**config.mk**
```make
export PLATFORM = sky130hd
export DESIGN_NAME = ppm_ir_symbol_timing_encoder
export DESIGN_NICKNAME = d
export VERILOG_FILES = /design/src/rtl/core/ppm_ir_pkg.sv /design/src/rtl/core/ppm_ir_front.sv /design/src/rtl/core/ppm_ir_queue.sv /design/src/rtl/core/ppm_ir_back.sv /design/src/rtl/core/ppm_ir_symbol_timing_encoder.sv
export SDC_FILE = /design/constraint.sdc
export NUM_CORES = 1
export LEC_CHECK = 0
export ABC_AREA = 1
export BUFFER_PORTS_ARGS = -buffer_cell sky130_fd_sc_hd__buf_2
export CAP_MARGIN = 40
export CORE_MARGIN = 2
export CORE_UTILIZATION = 25
export DETAILED_ROUTE_END_ITERATION = 10
export PLACE_DENSITY = 0.5
export SYNTH_ARGS = -nofsm -noshare
export SYNTH_HDL_FRONTEND = slang
export SYNTH_HIERARCHICAL = 1
export SYNTH_SLANG_ARGS = --single-unit
```
**constraint.sdc**
```tcl
create_clock -name i_clk -period 4.6 [get_ports i_clk]
set_input_delay 0.23 -clock i_clk [delete_from_list [all_inputs] [get_ports i_clk]]
set_output_delay 0.23 -clock i_clk [all_outputs]
set_load 0.02 [all_outputs]
```
**src/rtl/core/ppm_ir_pkg.sv**
```systemverilog
// Shared types, constants and pause tables of the pulse-position IR encoder.
// No dependencies; imported by every module of the block.
package ppm_ir_pkg;

    localparam int CFG_DATA_W  = 16;
    localparam int CFG_IDX_W   = 1;
    localparam int QUEUE_DEPTH = 2;
    localparam int SEG_CNT_W   = 4;

    localparam logic [CFG_IDX_W-1:0] CFG_IDX_SIXTEEN = 1'b0;
    localparam logic [CFG_IDX_W-1:0] CFG_IDX_GAP     = 1'b1;

    localparam logic [15:0] FRAME_GAP_RESET = 16'd2000;
    localparam logic [15:0] BURST_PP4_US    = 16'd40;
    localparam logic [15:0] BURST_PP16_US   = 16'd21;

    typedef struct packed {
        logic [7:0] data_byte;
        logic       final_byte;
    } t_in_beat;

    typedef struct packed {
        logic [15:0] duration_us;
        logic        carrier_on;
        logic        run_end;
        logic        frame_end;
    } t_out_beat;

    // One classified byte: the pause of each symbol, already looked up.
    typedef struct packed {
        logic [3:0][7:0] pause;
        logic            wide;
        logic            final_byte;
    } t_job;

    typedef struct packed {
        logic not_empty;
        logic full;
    } t_q_stat;

    function automatic logic [7:0] pause4_lookup(input logic [1:0] sym);
        logic [7:0] val;
        unique case (sym)
            2'd0: val = 8'd61;
            2'd1: val = 8'd244;
            2'd2: val = 8'd122;
            2'd3: val = 8'd183;
        endcase
        return val;
    endfunction

    function automatic logic [7:0] pause16_lookup(input logic [3:0] sym);
        logic [7:0] val;
        unique case (sym)
            4'd0:  val = 8'd27;
            4'd1:  val = 8'd51;
            4'd2:  val = 8'd35;
            4'd3:  val = 8'd43;
            4'd4:  val = 8'd147;
            4'd5:  val = 8'd123;
            4'd6:  val = 8'd139;
            4'd7:  val = 8'd131;
            4'd8:  val = 8'd83;
            4'd9:  val = 8'd59;
            4'd10: val = 8'd75;
            4'd11: val = 8'd67;
            4'd12: val = 8'd91;
            4'd13: val = 8'd115;
            4'd14: val = 8'd99;
            4'd15: val = 8'd107;
        endcase
        return val;
    endfunction

endpackage

```
**src/rtl/core/ppm_ir_front.sv**
```systemverilog
// Front end: accepts a byte beat and splits it into symbol pauses.
// Depends on ppm_ir_pkg.
module ppm_ir_front
    import ppm_ir_pkg::*;
(
    input  logic     i_start,
    input  t_in_beat i_in,
    input  logic     i_sixteen_level_mode,
    input  t_q_stat  i_stat,
    output logic     o_busy,
    output logic     o_push,
    output t_job     o_job
);

    assign o_busy = i_stat.full;
    assign o_push = i_start && !i_stat.full;

    // Symbols go least significant first; unused slots in 16-level mode are zero.
    always_comb begin
        o_job.wide       = i_sixteen_level_mode;
        o_job.final_byte = i_in.final_byte;
        if (i_sixteen_level_mode) begin
            o_job.pause[0] = pause16_lookup(i_in.data_byte[3:0]);
            o_job.pause[1] = pause16_lookup(i_in.data_byte[7:4]);
            o_job.pause[2] = 8'd0;
            o_job.pause[3] = 8'd0;
        end else begin
            o_job.pause[0] = pause4_lookup(i_in.data_byte[1:0]);
            o_job.pause[1] = pause4_lookup(i_in.data_byte[3:2]);
            o_job.pause[2] = pause4_lookup(i_in.data_byte[5:4]);
            o_job.pause[3] = pause4_lookup(i_in.data_byte[7:6]);
        end
    end

endmodule

```
**src/rtl/core/ppm_ir_queue.sv**
```systemverilog
// Short job queue between the front end and the segment sequencer.
// Depends on ppm_ir_pkg.
module ppm_ir_queue
    import ppm_ir_pkg::*;
(
    input  logic    i_clk,
    input  logic    i_rst_n,
    input  logic    i_push,
    input  t_job    i_job,
    input  logic    i_pop,
    output t_job    o_head,
    output t_q_stat o_stat
);

    localparam int QPTR_W = (QUEUE_DEPTH > 1) ? $clog2(QUEUE_DEPTH) : 1;
    localparam int QCNT_W = $clog2(QUEUE_DEPTH + 1);
    localparam logic [QPTR_W-1:0] PTR_LAST = QPTR_W'(QUEUE_DEPTH - 1);
    localparam logic [QCNT_W-1:0] CNT_FULL = QCNT_W'(QUEUE_DEPTH);

    t_job              r_mem [QUEUE_DEPTH];
    logic [QPTR_W-1:0] r_wr_ptr, n_wr_ptr;
    logic [QPTR_W-1:0] r_rd_ptr, n_rd_ptr;
    logic [QCNT_W-1:0] r_count, n_count;

    always_comb begin
        n_wr_ptr = r_wr_ptr;
        n_rd_ptr = r_rd_ptr;
        n_count  = r_count;
        if (i_push) begin
            n_wr_ptr = (r_wr_ptr == PTR_LAST) ? '0 : r_wr_ptr + 1'b1;
        end
        if (i_pop) begin
            n_rd_ptr = (r_rd_ptr == PTR_LAST) ? '0 : r_rd_ptr + 1'b1;
        end
        if (i_push && !i_pop) begin
            n_count = r_count + 1'b1;
        end else if (i_pop && !i_push) begin
            n_count = r_count - 1'b1;
        end
    end

    always_ff @(posedge i_clk) begin
        if (!i_rst_n) begin
            r_wr_ptr <= '0;
            r_rd_ptr <= '0;
            r_count  <= '0;
        end else begin
            r_wr_ptr <= n_wr_ptr;
            r_rd_ptr <= n_rd_ptr;
            r_count  <= n_count;
        end
    end

    always_ff @(posedge i_clk) begin
        if (i_push) begin
            r_mem[r_wr_ptr] <= i_job;
        end
    end

    assign o_head           = r_mem[r_rd_ptr];
    assign o_stat.not_empty = (r_count != '0);
    assign o_stat.full      = (r_count == CNT_FULL);

endmodule

```
**src/rtl/core/ppm_ir_back.sv**
```systemverilog
// Back end: steps through the segments of the head job, one per cycle.
// Depends on ppm_ir_pkg.
module ppm_ir_back
    import ppm_ir_pkg::*;
(
    input  logic        i_clk,
    input  logic        i_rst_n,
    input  t_job        i_head,
    input  t_q_stat     i_stat,
    input  logic [15:0] i_frame_gap_us,
    output logic        o_pop,
    output logic        o_strobe,
    output t_out_beat   o_result
);

    logic [SEG_CNT_W-1:0] r_seg, n_seg;
    logic [SEG_CNT_W-1:0] sym_segs;
    logic [SEG_CNT_W-1:0] last_seg;
    logic                 seg_last;
    logic [15:0]          burst_us;
    logic                 r_strobe;
    t_out_beat            r_result, n_result;

    always_comb begin
        sym_segs = i_head.wide ? SEG_CNT_W'(4) : SEG_CNT_W'(8);
        last_seg = sym_segs - 1'b1 + (i_head.final_byte ? SEG_CNT_W'(2) : SEG_CNT_W'(0));
        seg_last = (r_seg == last_seg);
        burst_us = i_head.wide ? BURST_PP16_US : BURST_PP4_US;
        o_pop    = i_stat.not_empty && seg_last;
        n_seg    = r_seg;
        if (i_stat.not_empty) begin
            n_seg = seg_last ? '0 : r_seg + 1'b1;
        end

        // Even segments are bursts; odd ones are pauses, or the gap past the symbols.
        n_result.run_end   = seg_last;
        n_result.frame_end = 1'b0;
        if (!r_seg[0]) begin
            n_result.duration_us = burst_us;
            n_result.carrier_on  = 1'b1;
        end else if (r_seg < sym_segs) begin
            n_result.duration_us = {8'd0, i_head.pause[r_seg[2:1]]};
            n_result.carrier_on  = 1'b0;
        end else begin
            n_result.duration_us = i_frame_gap_us;
            n_result.carrier_on  = 1'b0;
            n_result.frame_end   = 1'b1;
        end
    end

    always_ff @(posedge i_clk) begin
        if (!i_rst_n) begin
            r_seg    <= '0;
            r_strobe <= 1'b0;
        end else begin
            r_seg    <= n_seg;
            r_strobe <= i_stat.not_empty;
        end
    end

    always_ff @(posedge i_clk) begin
        r_result <= n_result;
    end

    assign o_strobe = r_strobe;
    assign o_result = r_result;

endmodule

```
**src/rtl/core/ppm_ir_symbol_timing_encoder.sv**
```systemverilog
// Top level of the pulse-position IR symbol timing encoder.
// Depends on ppm_ir_pkg, ppm_ir_front, ppm_ir_queue and ppm_ir_back.
//
// A byte beat is taken at a rising edge where i_start is high and o_busy is
// low. Each byte turns into timing segments: a carrier burst and a pause for
// every symbol (four 2-bit symbols at 40 us bursts, or two 4-bit symbols at
// 21 us bursts in 16-level mode), plus a closing burst and the frame gap when
// final_byte is set. The block puts out one segment per clock on o_result,
// marked by o_strobe for exactly one cycle; the receiver cannot stall, so it
// must take every strobed beat. The one-segment-per-cycle sequencer sets the
// sustained byte rate. When the block is idle, a taken byte is first written
// into the queue, and its first segment is then registered onto o_result. A
// two-entry queue sits between the byte front end and the sequencer, so a new
// byte is taken while earlier ones are still being sent; o_busy is high only
// while that queue is full. Configuration is written through i_cfg_we /
// i_cfg_index / i_cfg_data and must only change while no byte is pending; the
// mode is sampled when a byte is taken and the gap length when its gap
// segment is sent.
module ppm_ir_symbol_timing_encoder
    import ppm_ir_pkg::*;
(
    input  logic                  i_clk,
    input  logic                  i_rst_n,
    input  logic                  i_start,
    output logic                  o_busy,
    input  t_in_beat              i_in,
    output logic                  o_strobe,
    output t_out_beat             o_result,
    input  logic                  i_cfg_we,
    input  logic [CFG_IDX_W-1:0]  i_cfg_index,
    input  logic [CFG_DATA_W-1:0] i_cfg_data
);

    // Configuration registers.
    logic        r_sixteen_level_mode;
    logic [15:0] r_frame_gap_us;

    // Front to queue, queue to back.
    logic    push;
    logic    pop;
    t_job    front_job;
    t_job    head_job;
    t_q_stat q_stat;

    always_ff @(posedge i_clk) begin
        if (!i_rst_n) begin
            r_sixteen_level_mode <= 1'b0;
            r_frame_gap_us       <= FRAME_GAP_RESET;
        end else if (i_cfg_we) begin
            unique case (i_cfg_index)
                CFG_IDX_SIXTEEN: r_sixteen_level_mode <= i_cfg_data[0];
                CFG_IDX_GAP:     r_frame_gap_us       <= i_cfg_data[15:0];
            endcase
        end
    end

    // The front end looks up the symbol pauses at accept time.
    ppm_ir_front u_front (
        .i_start              (i_start),
        .i_in                 (i_in),
        .i_sixteen_level_mode (r_sixteen_level_mode),
        .i_stat               (q_stat),
        .o_busy               (o_busy),
        .o_push               (push),
        .o_job                (front_job)
    );

    ppm_ir_queue u_queue (
        .i_clk   (i_clk),
        .i_rst_n (i_rst_n),
        .i_push  (push),
        .i_job   (front_job),
        .i_pop   (pop),
        .o_head  (head_job),
        .o_stat  (q_stat)
    );

    // The sequencer retires the head job on its last segment.
    ppm_ir_back u_back (
        .i_clk          (i_clk),
        .i_rst_n        (i_rst_n),
        .i_head         (head_job),
        .i_stat         (q_stat),
        .i_frame_gap_us (r_frame_gap_us),
        .o_pop          (pop),
        .o_strobe       (o_strobe),
        .o_result       (o_result)
    );

endmodule

```
## After elaboration in Yosys (flattened, before gate mapping)

Memories as Yosys holds them, arrays and structs flattened. A register that Yosys moved wholly into a read port is not among the register bits.
Index checks and enable logic that the tools add are counted.
Widths: inputs -> output; s select.

| cells by class | value |
|---|---|
| add/sub/neg operators | 7 |
| magnitude comparators | 2 |
| equal/unequal tests | 14 |
| multiplexer cells | 22 |
| bitwise operators | 1 |
| reductions and logical operators | 15 |

Operators by type and width:

| cell | count |
|---|---|
| $pmux 8 s4 | 4 |
| $mux 17 | 2 |
| $mux 32 | 1 |
| $eq 2x2->1 const B | 9 |
| $bmux 8 s2 | 1 |
| $eq 2x1->1 const B | 4 |
| $logic_not 2->1 | 4 |
| $mux 4 | 2 |
| $mux 8 | 1 |
| $mux 1 | 7 |
| $mux 2 | 3 |
| $mux 6 | 1 |
| $add 4x1->4 const B | 1 |
| $add 4x4->4 | 1 |
| $eq 4x4->1 | 1 |
| $logic_and 1x1->1 | 4 |
| $lt 4x4->1 | 1 |
| $reduce_and 2->1 | 2 |
| $reduce_bool 2->1 | 2 |
| $sub 4x1->4 const B | 1 |
| $logic_not 1->1 | 3 |
| $lt 2x3->1 const B | 1 |
| $add 1x1->1 const B | 2 |
| $add 2x1->2 const B | 1 |
| other kinds (2) | 2 |

| word-level totals | value |
|---|---|
| register bits after elaboration | 45 |
| memory bits (writable) | 68 |
| bits in read-only memories | 160 |
| output and inout port bits | 21 |
| logic and storage cells | 75 |
| memories | 3 |

Memories:

| memory | depth | bits a word | read ports | clocked after Yosys merged registers in | wr ports | RTL line | RTL |
|---|---|---|---|---|---|---|---|
| (name not given) | 16 | 5 | 1 | 0 | 0 | ppm_ir_pkg.sv:54 | `unique case (sym)` |
| (name not given) | 16 | 5 | 1 | 0 | 0 | ppm_ir_pkg.sv:54 |  |
| u_queue.r_mem | 2 | 34 | 1 | 1 | 1 | ppm_ir_queue.sv:20 | `t_job r_mem [QUEUE_DEPTH];` |

## Longest topological paths before layout

Gate-level depths: netlist of run 1.

| depth | value |
|---|---|
| depth in word-level cells | 8 |
| gate-level depth with buffers | 19 |
| gate-level depth less buffers | 17 |

## Modules after synthesis

Netlist of run 1, hierarchy kept.

By module, submodules not included:

| module | times used | cells an instance | area an instance (µm²) | seq. area each (µm²) |
|---|---|---|---|---|
| ppm_ir_queue | 1 | 141 | 2,836.5 | 2,142.1 |
| ppm_ir_back | 1 | 206 | 1,262.5 | 480.5 |
| ppm_ir_symbol_timing_encoder | 1 | 76 | 659.4 | 340.3 |
| ppm_ir_front | 1 | 106 | 640.6 | 0.0 |

## Worst setup path before layout of run 1

Ideal clock, no wire load.

| path | value |
|---|---|
| path type | register to register |
| start point | register u_queue.r_count[1] |
| end point | memory u_queue/r_mem[0][0] in the netlist's numbering (enable) |
| library setup time | 0.425 ns |
| arrival | 2.106 ns |
| slack | 2.069 ns |
| cell stages (with the launch flop) | 6 |
| clock period less this slack | 2.531 ns |
| path through | dfxtp_1 -> inv_1 -> nor2_1 -> nor2_1 -> inv_1 -> nor2_1 |

RTL lines:

| what | RTL line | RTL |
|---|---|---|
| start, declared | ppm_ir_queue.sv:23 | `logic [QCNT_W-1:0] r_count, n_count;` |
| start signal, assigned | ppm_ir_queue.sv:50 | `r_count <= n_count;` |
| end, declared | ppm_ir_queue.sv:20 |  |

## Worst setup path in the final report of run 1

| path | value |
|---|---|
| start point | register u_back.r_seg[1] |
| end point | register u_queue.r_count[1] |

| between the ends | value |
|---|---|
| word-level cells in the longest chain between the ends | 5 |
| elaborated cells on any way between the ends | 7 |
| classes of those cells | eq/ne: 1; mux: 1; reduce/logical: 5 |

Ends and longest elaborated chain:

| what | RTL line | RTL |
|---|---|---|
| start, declared | ppm_ir_back.sv:16 | `logic [SEG_CNT_W-1:0] r_seg, n_seg;` |
| start signal, assigned | ppm_ir_back.sv:56 | `r_seg <= n_seg;` |
| $eq 4x4->1 * | ppm_ir_back.sv:27 | `seg_last = (r_seg == last_seg);` |
| $logic_and 1x1->1 * | ppm_ir_back.sv:29 | `o_pop = i_stat.not_empty && seg_last;` |
| via pop | ppm_ir_symbol_timing_encoder.sv:40 | `logic pop;` |
| $logic_not 1->1 | ppm_ir_queue.sv:35 | `if (i_push && !i_pop) begin` |
| $logic_and 1x1->1 | ppm_ir_queue.sv:35 |  |
| $mux 2 or $reduce_bool 2->1 (tied branches) | n/a |  |

The timed path passes the listed nets; every way through them passes the cells marked *.
A chain may end at the register's enable or synchronous reset.

==> qor.txt, run 1 <==
I/O Buffers: 50
Ys Warns: 6
Netlist cell types: 27
EDFF count, synth: 68
crit share post-route: 56.9%
Max FO, Critical Path: 21
Worst Max-Slew Pin Slew: 736 ps
fraction of layout cells with a size suffix above 1: 23.6%
Die Height: 151 um
core area: 21100 um2
clk root buf: clkbuf_16
min Tclk post-route: 2620 ps
largest net degree at the start of global routing: 35
antenna fix cells: 0
WL per Instance: 12.2 um
post-route ant nets: 0
Clock Skew: 5.77 ps
pwr/cell area: 476 nW/um2
synth-to-layout area growth: 19.4%
hold_ws: 32.5 ps
Initial Util: 25.6%
flop-to-flop setup slack: 1980 ps
Area after DPL: 5820 um2
Remaining DRCs: 0
R2R depth: 13
worst rel slew slack: 50.9%
Critical Path Source Type: flop
Slew Limit Fails: 0
WHS Endpoint: r_frame_gap_us[7]
post-synthesis net count: 582
register area share after synthesis: 54.9%
initial antenna violation count: 0
Max Cap Viol: 0
CTS buffer count: 17
GRT overflow: 0
average size of a mapped cell: 10.2 um2
Fin Setup TNS: 0 ps
row count: 53
Die ar.: 22800 um2
Critical Path End Type: flop
Final Hold Viols: 0
Vias/cell: 3.95
Die W: 151 um
FF-to-FF End: u_queue/r_count[1]
# hold bufs at CTS: 0
CP required: 4940 ps
first-pass GRT wire length: 17.0 mm
post-CTS resize count: 0
CTS max path bufs: 2
CTS clk-pin slew, worst paths: 50 ps
WS Path Type: flop to flop
H-tree Lvls: 4
WP data arrival: 2960 ps
maximum clock rate: 382 MHz
Leak: 2.88 nW
commonest non-fill, non-tap cell in the layout: nand2_1
worst hold path class: input pin to flop
reg-to-reg startpoint: u_back/r_seg[1]
ys flop type: edfxtp_1
drt pass-1 iters: 4
IO Count: 51
worst hold stages: 3
post-CTS setup buffer count: 0
Post-Syn Area: 5400 um2
All-Layer GR Usage: 9.85%
status: finished, final reports clean
Design Area, Final: 6440 um2
DR iter-0 viols: 181
RSZ-0062 raised after global routing: false
hold wc startpoint: i_cfg_data[7]
number of synthesized register bits: 114
Setup violations, final: 0
maximum vdd drop: 0.251 mV
Clock Latency Late Sink: 400 ps
detailed-route via count: 3434
DPL Wire Length: 7.27 mm
commonest non-fill, non-tap cells in the layout: nand2_1 (112), edfxtp_1 (68), nor2_1 (66), inv_1 (64), buf_2 (50)
CTS Sinks: 114
Routed WL: 10.6 mm
vias in the first global route: 3334
Placer Congestion: 0.720
Async SR Flop Fraction: 0%
CTS tree: built
post-synthesis cell count: 529
Final nets: 634
-- state kept, by name (all words and copies together), names as in the netlist, named ones only --
signal,flops
u_queue/r_rd_ptr,1
u_back/r_seg,4
u_queue/r_wr_ptr,1
r_frame_gap_us,16
r_sixteen_level_mode,1
u_back/o_result,19
u_queue/r_count,2
u_queue/r_mem,68
u_back/o_strobe,1
-- critical path: stages (launching register included) --
cell and delay [ps]:
dfxtp_1 790, inv_1 460, nand2_1 150, nand2_1 60, nor2_1 120, nand3_1 170, inv_1 140, inv_1 50
ha_1 300, inv_1 80, nand3_1 70, nand2_1 60, inv_1 30, nor2_1 80
-- cell families after synthesis --
group	count (synthesis)	share of synthesized area, %
compound gates	35	3.75
xor+xnor	1	0.162
fa+ha+maj	23	5.33
buf+inv	92	8.85
flops	114	54.9
mux	34	9.18
simple gates	230	17.8
-- report_power, final --
part / total [W] / internal, W / switching [W]
logic: 0.000438 / 0.000163 / 0.000275
registers: 0.00125 / 0.00120 / 0.0000515
clock network: 0.00138 / 0.000950 / 0.000432
-- layer usage --
layer	vias up	GRT usage [%]	share of wire, %
met3	5	3.22	4.3
met1	1563	12.3	49
met5	-	0	0
met2	50	15.8	46
met4	0	3.64	0.92
li1	1816	-	-
-- area by class of cell --
| cell class | instances | area (um2) |
|---|---|---|
| tap | 275 | 344 |
| clock inverter | 13 | 190 |
| sequential | 114 | 2960 |
| fill | 2217 | 14600 |
| multi-input combinational | 323 | 1960 |
| clock buffer | 19 | 433 |
| timing repair buffer | 54 | 280 |
| inverter | 71 | 272 |
-- how the worst max path moves through the flow --
stage	start	to
4_1_cts	u_back/r_seg[1]	u_queue/r_count[1]
6_report	u_back/r_seg[1]	u_queue/r_count[1]
3_5_place_dp	u_back/r_seg[1]	u_queue/r_count[1]
5_1_grt	u_back/r_seg[1]	u_queue/r_count[1]
2_1_floorplan	u_queue/r_count[1]	u_queue/r_mem[0][0]
3_3_place_gp	flop	u_queue/r_count[1]
-- synth_stat cells (2+ instances only) --
cell type / n / area (um2)
buf_6: 3 / 33.8
buf_4: 9 / 67.6
dfxtp_1: 46 / 921
nand3_1: 35 / 175
a21oi_1: 5 / 25.0
buf_2: 5 / 25.0
edfxtp_1: 68 / 2040
o211ai_1: 2 / 15.0
nand2_1: 112 / 420
nor2_2: 8 / 50.1
buf_12: 4 / 80.1
nand2_4: 3 / 33.8
mux2_4: 30 / 450
o21ai_0: 19 / 95.1
ha_1: 23 / 288
o21ai_2: 4 / 35.0
inv_1: 64 / 240
nor3_1: 3 / 15.0
nor2_1: 67 / 251
inv_2: 6 / 22.5
mux2_2: 4 / 45.0
o21ai_1: 4 / 20.0
-- stage by stage --
step	total power (W)	instances	util, %	setup WS (ps)
finish	0.00307	869	30.6	1980
global route	0.00322	869	30.6	1700
CTS	0.00310	869	30.6	2030
detailed placement	0.00171	837	27.6	2030
global placement	0.00171	837	27.6	2100
floorplan	0.00160	529	-	2070
Power figures use the tool's default switching activity.
==> run 2, diff against run 1 <==
==> constraint.sdc (replaced) <==
create_clock -name i_clk -period 2.65 [get_ports i_clk]
set_input_delay 0.1325 -clock i_clk [delete_from_list [all_inputs] [get_ports i_clk]]
set_output_delay 0.1325 -clock i_clk [all_outputs]
set_load 0.02 [all_outputs]
==> qor.txt, run 2 (synthesized netlist as in run 1, its figures left out) <==
Final nets: 654
Sw Ratio: 24.7%
H-tree Lvls: 4
All-Layer GR Usage: 10.2%
Fin Setup TNS: 0 ps
first-pass GRT wire length: 17.2 mm
hold wc startpoint: i_cfg_we
WHS Endpoint: r_sixteen_level_mode
DPL Wire Length: 7.16 mm
WS Path Type: flop to flop
DR iter-0 viols: 186
GRT overflow: 0
synth-to-layout area growth: 22.9%
initial antenna violation count: 0
Pint: 0.00403 W
commonest non-fill, non-tap cell in the layout: nand2_1
Placer Congestion: 0.708
Max FO, Critical Path: 4
IO Count: 51
antenna fix cells: 0
vias in the first global route: 3409
Die ar.: 22800 um2
status: finished, final reports clean
CP required: 3000 ps
Routed WL: 10.8 mm
Final Util: 31.5%
Critical Path End Type: flop
Seq pwr share: 39.9%
Critical Path Source Type: flop
Top reg by flops: u_queue/r_mem
row count: 53
Die Height: 151 um
Slew Limit Fails: 0
detailed-route via count: 3543
clk root buf: clkbuf_16
post-CTS resize count: 0
WP data arrival: 2570 ps
Combinational Power Share: 15.4%
R2R depth: 15
Leak: 2.97 nW
post-route ant nets: 0
post-CTS setup buffer count: 0
FILL cells: 2209
pwr/cell area: 806 nW/um2
CTS max path bufs: 2
core area: 21100 um2
I/O Buffers: 50
Die W: 151 um
maximum clock rate: 450 MHz
RSZ-0062 raised after global routing: false
commonest non-fill, non-tap cells in the layout: nand2_1 (112), edfxtp_1 (68), nor2_1 (66), inv_1 (64), buf_2 (50)
Clock Skew: 7.08 ps
WL per Instance: 12.1 um
CTS buffer count: 17
CTS tree: built
Clock Latency Late Sink: 410 ps
CTS Sinks: 114
worst rel slew slack: 60.8%
Vias/cell: 3.99
CTS clk-pin slew, worst paths: 50 ps
Initial Util: 25.6%
crit share post-route: 83.9%
worst hold path class: input pin to flop
drt pass-1 iters: 4
clock share of power: 44.8%
Final Hold Viols: 0
max reg flops: 68
worst hold stages: 3
FF-to-FF End: u_queue/r_count[1]
min Tclk post-route: 2220 ps
flop-to-flop setup slack: 430 ps
fraction of layout cells with a size suffix above 1: 23.3%
Remaining DRCs: 0
Power Total: 0.00535 W
Max Cap Viol: 0
largest net degree at the start of global routing: 35
P_sw: 0.00132 W
Worst Max-Slew Pin Slew: 588 ps
maximum vdd drop: 0.440 mV
Setup violations, final: 0
==> run 2: area by class of cell <==
type	instances	area (um2)	share of cell area [%]
Sequential cell	114	2960	44.7
Clock inverter	14	193	2.90
Multi-Input combinational cell	323	1960	29.5
Timing Repair Buffer	74	473	7.13
Tap cell	275	344	5.19
Clock buffer	18	429	6.47
Inverter	71	272	4.09
==> run 2: timing repair <==
action / in CTS / in global routing
hold buffers: 17 / 0
setup endpoints to repair: 0 / 0
hold endpoints to repair: 18 / 0
==> run 2: critical path: stages, from the launching register on <==
cell and delay [ps]:
dfxtp_2 380, mux2_4 330, inv_1 80, ha_1 230, nand2_1 70, nand2_1 40
nor2_1 110, nand3_1 140, inv_1 120, inv_1 50, ha_1 290, inv_1 80
nand3_1 80, nand2_1 60, inv_1 30, nor2_1 80
==> run 2: worst max path at each step <==
stage	startpoint	endpoint	slack, ps
floorplan	u_queue/r_count[1]	u_queue/r_mem[0][0]	120
global placement	flop	u_queue/r_count[1]	440
detailed placement	flop	u_queue/r_count[1]	410
CTS	flop	u_queue/r_count[1]	400
global route	flop	u_queue/r_count[1]	170
finish	flop	u_queue/r_count[1]	430
==> run 2: layer usage <==
metal  vias to the layer above  wire length, um  track usage, %
met5                         -                0               0
met4                         0              122            3.83
met3                         9              436            4.04
met2                        54             4980            16.4
met1                      1621             5260            12.5
li1                       1859                -               -
==> run 2: through the flow <==
| step | hold WS [ps] | setup slack [ps] | instances | cell area, um2 |
|---|---|---|---|---|
| floorplan | 246 | 119 | 529 | 5400 |
| global placement | 344 | 443 | 840 | 5840 |
| detailed placement | 338 | 408 | 840 | 5840 |
| CTS | 41.3 | 402 | 889 | 6640 |
| global route | 65.3 | 170 | 889 | 6640 |
| finish | 73.5 | 426 | 889 | 6640 |
==> run 2: power groups by stage <==
stage | Sequential, W | Combinational [W] | Clock, W
global route | 0.00215 | 0.000934 | 0.00255
finish | 0.00213 | 0.000821 | 0.00240
detailed placement | 0.00217 | 0.000816 | 0
global placement | 0.00217 | 0.000816 | 0
floorplan | 0.00222 | 0.000554 | 0
CTS | 0.00213 | 0.000840 | 0.00246
